<file path="src/rtl/fdss_pkg.sv">
// Shared types, constants and lookup functions of the four-digit scan unit.
package fdss_pkg;

  // Field widths of the input and result transactions.
  localparam int NUMBER_W = 16;
  localparam int SEG_W    = 7;
  localparam int SEL_W    = 4;
  localparam int IDX_W    = 2;
  localparam int BCD_W    = 4;

  // Saturated value range used by the digit split.
  localparam int VALUE_W = 14;
  localparam int REM1_W  = 10;
  localparam int REM2_W  = 7;
  localparam logic [NUMBER_W-1:0] DISPLAY_MAX = 16'd9999;

  // Default depth of the queue between the front and back parts.
  localparam int FDSS_QUEUE_DEPTH = 2;

  // Frame indexes in scan order.
  localparam logic [IDX_W-1:0] IDX_THOU = 2'd0;
  localparam logic [IDX_W-1:0] IDX_HUND = 2'd1;
  localparam logic [IDX_W-1:0] IDX_TENS = 2'd2;
  localparam logic [IDX_W-1:0] IDX_ONES = 2'd3;

  // Active-low digit select codes.
  localparam logic [SEL_W-1:0] SEL_THOU = 4'he;
  localparam logic [SEL_W-1:0] SEL_HUND = 4'hd;
  localparam logic [SEL_W-1:0] SEL_TENS = 4'hb;
  localparam logic [SEL_W-1:0] SEL_ONES = 4'h7;

  // One converted number, as it waits in the queue.
  typedef struct packed {
    logic [BCD_W-1:0] thou;
    logic [BCD_W-1:0] hund;
    logic [BCD_W-1:0] tens;
    logic [BCD_W-1:0] ones;
    logic             overflow;
  } fdss_entry_t;

  // Write side of the queue, driven by the front part.
  typedef struct packed {
    logic        push;
    fdss_entry_t entry;
  } fdss_qwr_t;

  // Read side of the queue, seen by the back part.
  typedef struct packed {
    logic        not_empty;
    fdss_entry_t entry;
  } fdss_qrd_t;

  // Seven-segment pattern for a hex digit, bit0 = a to bit6 = g.
  function automatic logic [SEG_W-1:0] seg_lookup(input logic [BCD_W-1:0] digit);
    logic [SEG_W-1:0] seg;
    case (digit)
      4'h0: seg = 7'h3f;
      4'h1: seg = 7'h06;
      4'h2: seg = 7'h5b;
      4'h3: seg = 7'h4f;
      4'h4: seg = 7'h66;
      4'h5: seg = 7'h6d;
      4'h6: seg = 7'h7d;
      4'h7: seg = 7'h07;
      4'h8: seg = 7'h7f;
      4'h9: seg = 7'h6f;
      4'ha: seg = 7'h77;
      4'hb: seg = 7'h7c;
      4'hc: seg = 7'h39;
      4'hd: seg = 7'h5e;
      4'he: seg = 7'h79;
      default: seg = 7'h71;
    endcase
    return seg;
  endfunction

  // Active-low digit select for a frame index.
  function automatic logic [SEL_W-1:0] select_code(input logic [IDX_W-1:0] idx);
    logic [SEL_W-1:0] sel;
    case (idx)
      IDX_THOU: sel = SEL_THOU;
      IDX_HUND: sel = SEL_HUND;
      IDX_TENS: sel = SEL_TENS;
      default:  sel = SEL_ONES;
    endcase
    return sel;
  endfunction

endpackage

</file>
<file path="src/rtl/fdss_in_if.sv">
// Input channel interface: one binary number per transaction.
interface fdss_in_if
  import fdss_pkg::*;
();
  logic                valid;
  logic                ready;
  logic [NUMBER_W-1:0] number;

  modport source(output valid, output number, input ready);
  modport sink(input valid, input number, output ready);
endinterface

</file>
<file path="src/rtl/fdss_out_if.sv">
// Result channel interface: one scan frame per transaction.
interface fdss_out_if
  import fdss_pkg::*;
();
  logic             valid;
  logic             ready;
  logic [SEG_W-1:0] segments;
  logic [SEL_W-1:0] digit_select;
  logic [IDX_W-1:0] digit_index;
  logic             last_frame;
  logic             overflow;

  modport source(output valid, output segments, output digit_select, output digit_index,
                 output last_frame, output overflow, input ready);
  modport sink(input valid, input segments, input digit_select, input digit_index,
               input last_frame, input overflow, output ready);
endinterface

</file>
<file path="src/rtl/fdss_front.sv">
// Front part: accepts numbers, saturates them and splits them into decimal digits.
module fdss_front
  import fdss_pkg::*;
(
  input  logic      clk,
  input  logic      rst_n,
  fdss_in_if.sink   in_ch,
  input  logic      q_full,
  output fdss_qwr_t q_wr
);

  logic                a_valid_r;
  logic [BCD_W-1:0]    a_thou_r;
  logic [REM1_W-1:0]   a_rem_r;
  logic                a_ovf_r;

  logic                b_valid_r;
  logic [BCD_W-1:0]    b_thou_r;
  logic [BCD_W-1:0]    b_hund_r;
  logic [REM2_W-1:0]   b_rem_r;
  logic                b_ovf_r;

  logic                a_take;
  logic                b_take;

  logic                sat_ovf;
  logic [VALUE_W-1:0]  sat_value;
  logic [BCD_W-1:0]    thou_digit;
  logic [REM1_W-1:0]   thou_rem;
  logic [BCD_W-1:0]    hund_digit;
  logic [REM2_W-1:0]   hund_rem;
  logic [BCD_W-1:0]    tens_digit;
  logic [BCD_W-1:0]    ones_digit;

  // Stall control: a stage takes new data when empty or when it moves on.
  assign b_take      = !b_valid_r || !q_full;
  assign a_take      = !a_valid_r || b_take;
  assign in_ch.ready = a_take;

  // Saturation and thousands digit by parallel compares.
  always_comb begin
    sat_ovf    = in_ch.number > DISPLAY_MAX;
    sat_value  = sat_ovf ? VALUE_W'(DISPLAY_MAX) : in_ch.number[VALUE_W-1:0];
    thou_digit = '0;
    for (int k = 1; k < 10; k++) begin
      if (sat_value >= VALUE_W'(k * 1000)) begin
        thou_digit = BCD_W'(k);
      end
    end
    thou_rem = REM1_W'(sat_value - VALUE_W'(32'(thou_digit) * 1000));
  end

  // Hundreds digit from the first remainder.
  always_comb begin
    hund_digit = '0;
    for (int k = 1; k < 10; k++) begin
      if (a_rem_r >= REM1_W'(k * 100)) begin
        hund_digit = BCD_W'(k);
      end
    end
    hund_rem = REM2_W'(a_rem_r - REM1_W'(32'(hund_digit) * 100));
  end

  // Tens and ones from the second remainder.
  always_comb begin
    tens_digit = '0;
    for (int k = 1; k < 10; k++) begin
      if (b_rem_r >= REM2_W'(k * 10)) begin
        tens_digit = BCD_W'(k);
      end
    end
    ones_digit = BCD_W'(b_rem_r - REM2_W'(32'(tens_digit) * 10));
  end

  // Stage valid flags.
  always_ff @(posedge clk) begin
    if (!rst_n) begin
      a_valid_r <= 1'b0;
      b_valid_r <= 1'b0;
    end else begin
      if (a_take) begin
        a_valid_r <= in_ch.valid;
      end
      if (b_take) begin
        b_valid_r <= a_valid_r;
      end
    end
  end

  // Stage payloads.
  always_ff @(posedge clk) begin
    if (a_take) begin
      a_thou_r <= thou_digit;
      a_rem_r  <= thou_rem;
      a_ovf_r  <= sat_ovf;
    end
    if (b_take) begin
      b_thou_r <= a_thou_r;
      b_hund_r <= hund_digit;
      b_rem_r  <= hund_rem;
      b_ovf_r  <= a_ovf_r;
    end
  end

  // Finished entries go into the queue when it has room.
  always_comb begin
    q_wr.push           = b_valid_r && !q_full;
    q_wr.entry.thou     = b_thou_r;
    q_wr.entry.hund     = b_hund_r;
    q_wr.entry.tens     = tens_digit;
    q_wr.entry.ones     = ones_digit;
    q_wr.entry.overflow = b_ovf_r;
  end

endmodule

</file>
<file path="src/rtl/fdss_queue.sv">
// Short FIFO of converted numbers between the front and back parts.
module fdss_queue
  import fdss_pkg::*;
#(
  parameter int DEPTH = FDSS_QUEUE_DEPTH
) (
  input  logic      clk,
  input  logic      rst_n,
  input  fdss_qwr_t q_wr,
  input  logic      pop,
  output logic      full,
  output fdss_qrd_t q_rd
);

  localparam int PTR_W = (DEPTH > 1) ? $clog2(DEPTH) : 1;
  localparam int CNT_W = $clog2(DEPTH + 1);

  fdss_entry_t        mem_r [DEPTH];
  logic [PTR_W-1:0]   wr_ptr_r;
  logic [PTR_W-1:0]   rd_ptr_r;
  logic [CNT_W-1:0]   count_r;
  logic               do_pop;

  assign full           = count_r == CNT_W'(DEPTH);
  assign q_rd.not_empty = count_r != '0;
  assign q_rd.entry     = mem_r[rd_ptr_r];
  assign do_pop         = pop && q_rd.not_empty;

  // Pointers and fill count.
  always_ff @(posedge clk) begin
    if (!rst_n) begin
      wr_ptr_r <= '0;
      rd_ptr_r <= '0;
      count_r  <= '0;
    end else begin
      if (q_wr.push) begin
        wr_ptr_r <= (wr_ptr_r == PTR_W'(DEPTH - 1)) ? '0 : wr_ptr_r + 1'b1;
      end
      if (do_pop) begin
        rd_ptr_r <= (rd_ptr_r == PTR_W'(DEPTH - 1)) ? '0 : rd_ptr_r + 1'b1;
      end
      if (q_wr.push && !do_pop) begin
        count_r <= count_r + 1'b1;
      end else if (do_pop && !q_wr.push) begin
        count_r <= count_r - 1'b1;
      end
    end
  end

  // Entry storage.
  always_ff @(posedge clk) begin
    if (q_wr.push) begin
      mem_r[wr_ptr_r] <= q_wr.entry;
    end
  end

endmodule

</file>
<file path="src/rtl/fdss_back.sv">
// Back part: walks each queued number through its four scan frames.
module fdss_back
  import fdss_pkg::*;
(
  input  logic        clk,
  input  logic        rst_n,
  input  fdss_qrd_t   q_rd,
  output logic        pop,
  fdss_out_if.source  out_ch
);

  logic [IDX_W-1:0] frame_r;
  logic             out_valid_r;
  logic [SEG_W-1:0] seg_r;
  logic [SEL_W-1:0] sel_r;
  logic [IDX_W-1:0] idx_r;
  logic             last_r;
  logic             ovf_r;
  logic             load;
  logic [BCD_W-1:0] cur_digit;

  // The output register reloads when empty or when its frame is taken.
  assign load = !out_valid_r || out_ch.ready;
  assign pop  = load && q_rd.not_empty && (frame_r == IDX_ONES);

  // Digit of the head entry for the current frame.
  always_comb begin
    case (frame_r)
      IDX_THOU: cur_digit = q_rd.entry.thou;
      IDX_HUND: cur_digit = q_rd.entry.hund;
      IDX_TENS: cur_digit = q_rd.entry.tens;
      default:  cur_digit = q_rd.entry.ones;
    endcase
  end

  // Frame counter and output valid.
  always_ff @(posedge clk) begin
    if (!rst_n) begin
      frame_r     <= IDX_THOU;
      out_valid_r <= 1'b0;
    end else if (load) begin
      out_valid_r <= q_rd.not_empty;
      if (q_rd.not_empty) begin
        frame_r <= frame_r + 1'b1;
      end
    end
  end

  // Output frame payload.
  always_ff @(posedge clk) begin
    if (load && q_rd.not_empty) begin
      seg_r  <= seg_lookup(cur_digit);
      sel_r  <= select_code(frame_r);
      idx_r  <= frame_r;
      last_r <= frame_r == IDX_ONES;
      ovf_r  <= q_rd.entry.overflow;
    end
  end

  assign out_ch.valid        = out_valid_r;
  assign out_ch.segments     = seg_r;
  assign out_ch.digit_select = sel_r;
  assign out_ch.digit_index  = idx_r;
  assign out_ch.last_frame   = last_r;
  assign out_ch.overflow     = ovf_r;

endmodule

</file>
<file path="src/rtl/four_digit_seven_segment_scan_unit.sv">
// Four-digit seven-segment scan unit: binary number in, four digit frames out.
//
// in_ch takes one 16-bit number per transaction; out_ch gives four frames per
// number, thousands first and ones last, each with its segment pattern,
// active-low digit select, frame index and the overflow flag. The ones frame
// has last_frame set. Numbers above 9999 show as 9999 with overflow set.
// The first frame of a number passes front stages a and b, the queue and the
// output register; the other three follow one per cycle when not stalled.
// The single output register sends one frame per cycle when not stalled. The
// front converts one number per cycle while the queue has room, in a two-stage
// compare pipeline, and parks the digits in a small queue, so it keeps
// accepting numbers while the back part is still sending earlier frames.
// When the receiver holds out_ch.ready low the current frame holds steady; the
// queue fills and then in_ch.ready drops. Synchronous reset empties the
// pipeline, the queue and the output register; nothing else needs clearing.
module four_digit_seven_segment_scan_unit
  import fdss_pkg::*;
#(
  parameter int QUEUE_DEPTH = FDSS_QUEUE_DEPTH
) (
  input  logic       clk,
  input  logic       rst_n,
  fdss_in_if.sink    in_ch,
  fdss_out_if.source out_ch
);

  fdss_qwr_t q_wr;
  fdss_qrd_t q_rd;
  logic      q_full;
  logic      q_pop;

  // Conversion pipeline.
  fdss_front u_front (
    .clk    (clk),
    .rst_n  (rst_n),
    .in_ch  (in_ch),
    .q_full (q_full),
    .q_wr   (q_wr)
  );

  // Digit queue.
  fdss_queue #(
    .DEPTH (QUEUE_DEPTH)
  ) u_queue (
    .clk   (clk),
    .rst_n (rst_n),
    .q_wr  (q_wr),
    .pop   (q_pop),
    .full  (q_full),
    .q_rd  (q_rd)
  );

  // Frame sequencer and output register.
  fdss_back u_back (
    .clk    (clk),
    .rst_n  (rst_n),
    .q_rd   (q_rd),
    .pop    (q_pop),
    .out_ch (out_ch)
  );

endmodule

</file>
<file path="src/flat_wrapper.sv">
// flat-port wrapper written by rule: the top's interface ports become plain ports
module four_digit_seven_segment_scan_unit_flat import fdss_pkg::*;
#(
  parameter int QUEUE_DEPTH = FDSS_QUEUE_DEPTH
)
  (clk, rst_n, in_ch_valid, in_ch_number, in_ch_ready, out_ch_valid, out_ch_segments, out_ch_digit_select, out_ch_digit_index, out_ch_last_frame, out_ch_overflow, out_ch_ready);
  fdss_in_if in_ch_i ();
  fdss_out_if out_ch_i ();
  input  logic clk;
  input  logic rst_n;
  input wire logic [$bits(in_ch_i.valid)-1:0] in_ch_valid;
  input wire logic [$bits(in_ch_i.number)-1:0] in_ch_number;
  output wire logic [$bits(in_ch_i.ready)-1:0] in_ch_ready;
  output wire logic [$bits(out_ch_i.valid)-1:0] out_ch_valid;
  output wire logic [$bits(out_ch_i.segments)-1:0] out_ch_segments;
  output wire logic [$bits(out_ch_i.digit_select)-1:0] out_ch_digit_select;
  output wire logic [$bits(out_ch_i.digit_index)-1:0] out_ch_digit_index;
  output wire logic [$bits(out_ch_i.last_frame)-1:0] out_ch_last_frame;
  output wire logic [$bits(out_ch_i.overflow)-1:0] out_ch_overflow;
  input wire logic [$bits(out_ch_i.ready)-1:0] out_ch_ready;
  assign in_ch_i.valid = in_ch_valid;
  assign in_ch_i.number = in_ch_number;
  assign in_ch_ready = in_ch_i.ready;
  assign out_ch_valid = out_ch_i.valid;
  assign out_ch_segments = out_ch_i.segments;
  assign out_ch_digit_select = out_ch_i.digit_select;
  assign out_ch_digit_index = out_ch_i.digit_index;
  assign out_ch_last_frame = out_ch_i.last_frame;
  assign out_ch_overflow = out_ch_i.overflow;
  assign out_ch_i.ready = out_ch_ready;
  four_digit_seven_segment_scan_unit #(.QUEUE_DEPTH(QUEUE_DEPTH)) u_core (.clk(clk), .rst_n(rst_n), .in_ch(in_ch_i), .out_ch(out_ch_i));
endmodule
</file>
<file path="config.mk">
export PLATFORM = sky130hd
export DESIGN_NAME = four_digit_seven_segment_scan_unit_flat
export DESIGN_NICKNAME = d
export VERILOG_FILES = /design/src/rtl/fdss_pkg.sv /design/src/rtl/fdss_in_if.sv /design/src/rtl/fdss_out_if.sv /design/src/rtl/fdss_front.sv /design/src/rtl/fdss_queue.sv /design/src/rtl/fdss_back.sv /design/src/rtl/four_digit_seven_segment_scan_unit.sv /design/src/flat_wrapper.sv
export SDC_FILE = /design/constraint.sdc
export NUM_CORES = 1
export LEC_CHECK = 0
export BUFFER_PORTS_ARGS = -buffer_cell sky130_fd_sc_hd__buf_2
export CORE_MARGIN = 2
export CORE_UTILIZATION = 50
export DETAILED_ROUTE_END_ITERATION = 7
export GPL_ROUTABILITY_DRIVEN = 0
export PLACE_DENSITY = 0.68
export SLEW_MARGIN = 10
export SYNTH_ARGS = -nofsm -noshare
export SYNTH_HDL_FRONTEND = slang
export SYNTH_SLANG_ARGS = --single-unit
export TNS_END_PERCENT = 10
</file>
<file path="constraint.sdc">
create_clock -name clk -period 7.7 [get_ports clk]
set_input_delay 2.31 -clock clk [delete_from_list [all_inputs] [get_ports clk]]
set_output_delay 2.31 -clock clk [all_outputs]
set_load 0.01 [all_outputs]
</file>
==> summary.txt <==
Status
  • Result of the run: finished clean

Cells and area
  • Non-Filler Instances: 600
  • Utilization after layout: 56.4%
  • Multi-input logic area: 0.00212 mm^2
  • Syn-to-layout area delta: 9.58%
  • Proportion of layout cells with a drive suffix above 1: 16.5%
  • Ant diodes: 0
  • Final net count: 519
  • Register area: 0.00260 mm^2
  • Fillers: 835

Global route
  • GRT Util Overall: 16.2%
  • Global-route wire length before repair: 14400 um
  • GRT overflow: 0
  • Largest net degree at the start of global routing: 19
  • Antenna violations before repair: 0
  • Vias in the first global route: 3104

Routing
  • DRT antenna net count: 0
  • Initial DRC Count: 144
  • Avg WL per Cell: 13.9 um
  • Vias per Instance: 5.44
  • DRT Wirelength: 8360 um
  • Post-route DRC: 0
  • Vias after detailed routing: 3264
  • Pre-antenna DRT Iters: 5

Setup path
  • Max FO, Critical Path: 9
  • Worst r2r dst: u_core.u_front.b_rem_r[6]
  • CP Capture Type: flip-flop
  • CP Launch Type: primary input
  • R2r startpoint: u_core.u_front.a_rem_r[4]
  • R2R setup slack: 4.21 ns
  • WP data arrival: 6.41 ns
  • R2R cell count: 13
  • CP required: 7.80 ns
  • CP Launch Point: in_ch_number[10]
  • Critical path class: primary input to flip-flop

Floorplan
  • Cell row count: 36
  • Io pins: 37
  • Die width: 104 um
  • Initial Utilization: 51.5%
  • Die Height: 104 um
  • Die area: 0.0109 mm^2
  • CORE AREA: 0.00977 mm^2

Clock network
  • Clock transition at path regs: 0.08 ns
  • Clk sinks: 90
  • Clk_lat worst skew: 0.35 ns
  • Cts repair resizes: 0
  • H-tree levels: 3
  • Clk buf depth: 2
  • Cts hold-fix bufs: 0
  • CTS tree: done
  • CTS Buf Count: 9
  • Post-CTS Setup Bufs: 0
  • Root cell of the clock tree: clkbuf_8

Power
  • Pwr Total: 1.63 mW
  • Static Leak: 2.19 nW
  • PwrDens: 296 mW/mm^2
  • VDD IR max: 0.139 mV

Yosys
  • Async set-reset flop share out of synthesis: 0%
  • Synth Instances: 433
  • Number of synthesized flops with an enable pin: 80
  • Leading area contributor after synthesis: edfxtp_1
  • Sequential share of the synthesized area: 51.7%
  • Share of the synthesized area in the top cell type: 47.8%
  • Warnings from Yosys: 0
  • Post-synthesis register bit count: 90
  • Cell with the most instances after synthesis: edfxtp_1
  • Synthesized area per cell: 11.6 um^2
  • Syn Std Cell Area: 0.00503 mm^2
  • Top cells by area, synth: edfxtp_1, ha_1, inv_1
  • Primary FF master, synth: edfxtp_1
  • Top cells by count, synth: edfxtp_1, inv_1, ha_1, nor2_1, xnor2_1
  • Mapped Nets: 490
  • Netlist cell types: 63

Placement
  • Post-DP HPWL: 6270 um
  • Placed cells: 584
  • IO Port Bufs: 36

Timing
  • Skew final: 0.0107 ns
  • Final Max Tran Viols: 0
  • TNS Setup: 0 ns
  • Unrepaired setup endpoints after global routing: no
  • Final count of hold timing violations: 0
  • Period utilization: 82.0%
  • Least-Margin Pin Slew: 0.804 ns
  • Slew headroom: 46.0%
  • Period minus WS final: 6.31 ns
  • Final setup viols: 0
  • Fin Hold WS: 0.423 ns
  • Max Fclk: 158 MHz

Hold path
  • Worst hold stages: 0
  • Beginning of the worst hold path: u_core.u_front.a_thou_r[0]
  • Worst Hold Path EP: u_core.u_front.b_thou_r[0]
  • Worst hold path class: flip-flop to flip-flop

Run
  • Max cap viols: 0
## state kept, by name, summed over array words and instances (netlist names), named ones only
signal and cells:
u_core.u_back.frame_r 2, u_core.u_back.out_ch.digit_index 2, u_core.u_back.out_ch.digit_select 4, u_core.u_back.out_ch.last_frame 1
u_core.u_back.out_ch.overflow 1, u_core.u_back.out_ch.segments 7, u_core.u_back.out_ch.valid 1, u_core.u_front.a_ovf_r 1
u_core.u_front.a_rem_r 10, u_core.u_front.a_thou_r 4, u_core.u_front.a_valid_r 1, u_core.u_front.b_hund_r 4
u_core.u_front.b_ovf_r 1, u_core.u_front.b_rem_r 7, u_core.u_front.b_thou_r 4, u_core.u_front.b_valid_r 1
u_core.u_queue.count_r 2, u_core.u_queue.mem_r 34, u_core.u_queue.rd_ptr_r 1, u_core.u_queue.wr_ptr_r 1
## routing by layer
layer / part of all wire [%] / global-route usage (%) / up-vias
met5: 0 / 0 / -
met4: 1.4 / 5.21 / 0
met3: 4.2 / 4.01 / 12
met2: 52 / 27.8 / 86
met1: 43 / 20.1 / 1536
li1: - / - / 1630
## critical path, cell delays in order
cell	delay [ns]
buf_2	0.17
nand3_1	0.16
o31ai_1	0.72
or2_2	0.25
inv_1	0.11
fa_1	0.60
inv_1	0.07
fa_1	0.50
inv_1	0.04
ha_1	0.31
xor2_1	0.17
ha_1	0.18
or3_1	0.35
o21ai_0	0.20
xnor2_1	0.16
xnor2_1	0.09
## how the worst max path moves through the flow
stage | endpoint | slack, ns | cells past startpoint
finish | u_core.u_front.a_rem_r[9] | 1.39 | 16
global route | u_core.u_front.a_rem_r[9] | 1.18 | 18
detailed placement | u_core.u_front.a_rem_r[9] | 1.03 | 18
CTS | u_core.u_front.a_rem_r[9] | 1.42 | 18
global placement | u_core.u_front.a_rem_r[9] | 1.16 | 18
floorplan | u_core.u_front.a_rem_r[9] | 1.41 | 18
## where the power goes
group | total, mW | internal [mW] | leakage, nW | switching (mW)
Combinational | 0.557 | 0.265 | 1.24 | 0.291
Clock | 0.348 | 0.186 | 0.114 | 0.163
Sequential | 0.725 | 0.660 | 0.840 | 0.0651
## area by class of cell
| cell class | count | area share (%) |
|---|---|---|
| clock inverter | 7 | 1.82 |
| sequential | 90 | 47.2 |
| clock buffer | 9 | 2.25 |
| timing repair buffer | 38 | 3.54 |
| multi-input combinational | 268 | 38.4 |
| inverter | 55 | 3.75 |
| tap | 133 | 3.02 |
## metrics by stage
stage | cell area, um^2 | worst slack (ns)
2_1_floorplan | 5030 | 1.41
3_3_place_gp | 5290 | 1.16
3_5_place_dp | 5290 | 1.03
4_1_cts | 5510 | 1.42
5_1_grt | 5510 | 1.18
6_report | 5510 | 1.39
## cell usage in the layout (no fill, tap or decap), drive strengths merged, types with 8 or more instances in the layout
cell,Yosys,final
xnor2,19,19
and2,8,8
nand2b,9,9
a21oi,16,16
a222oi,8,8
nor3,9,9
dfxtp,10,10
clkbuf,11,9
buf,9,38
nand2,16,16
edfxtp,80,80
nor2,29,29
ha,30,30
o21ai,17,17
inv,55,57
## logic make-up (layout without fill, tap and decap cells)
| logic type | Yosys count | count (layout) | share of synthesized area [%] |
|---|---|---|---|
| flip-flops | 90 | 90 | 51.7 |
| buffers and inverters | 75 | 109 | 6.17 |
| AND/OR/NAND/NOR | 101 | 101 | 10.2 |
| multiplexers | 13 | 13 | 3.91 |
| adder cells (fa/ha/maj) | 37 | 37 | 10.2 |
| XOR/XNOR | 23 | 23 | 4.00 |
| AO/OA/AOI/OAI | 94 | 94 | 13.7 |
Note: power is estimated with default switching activity, not from simulation.
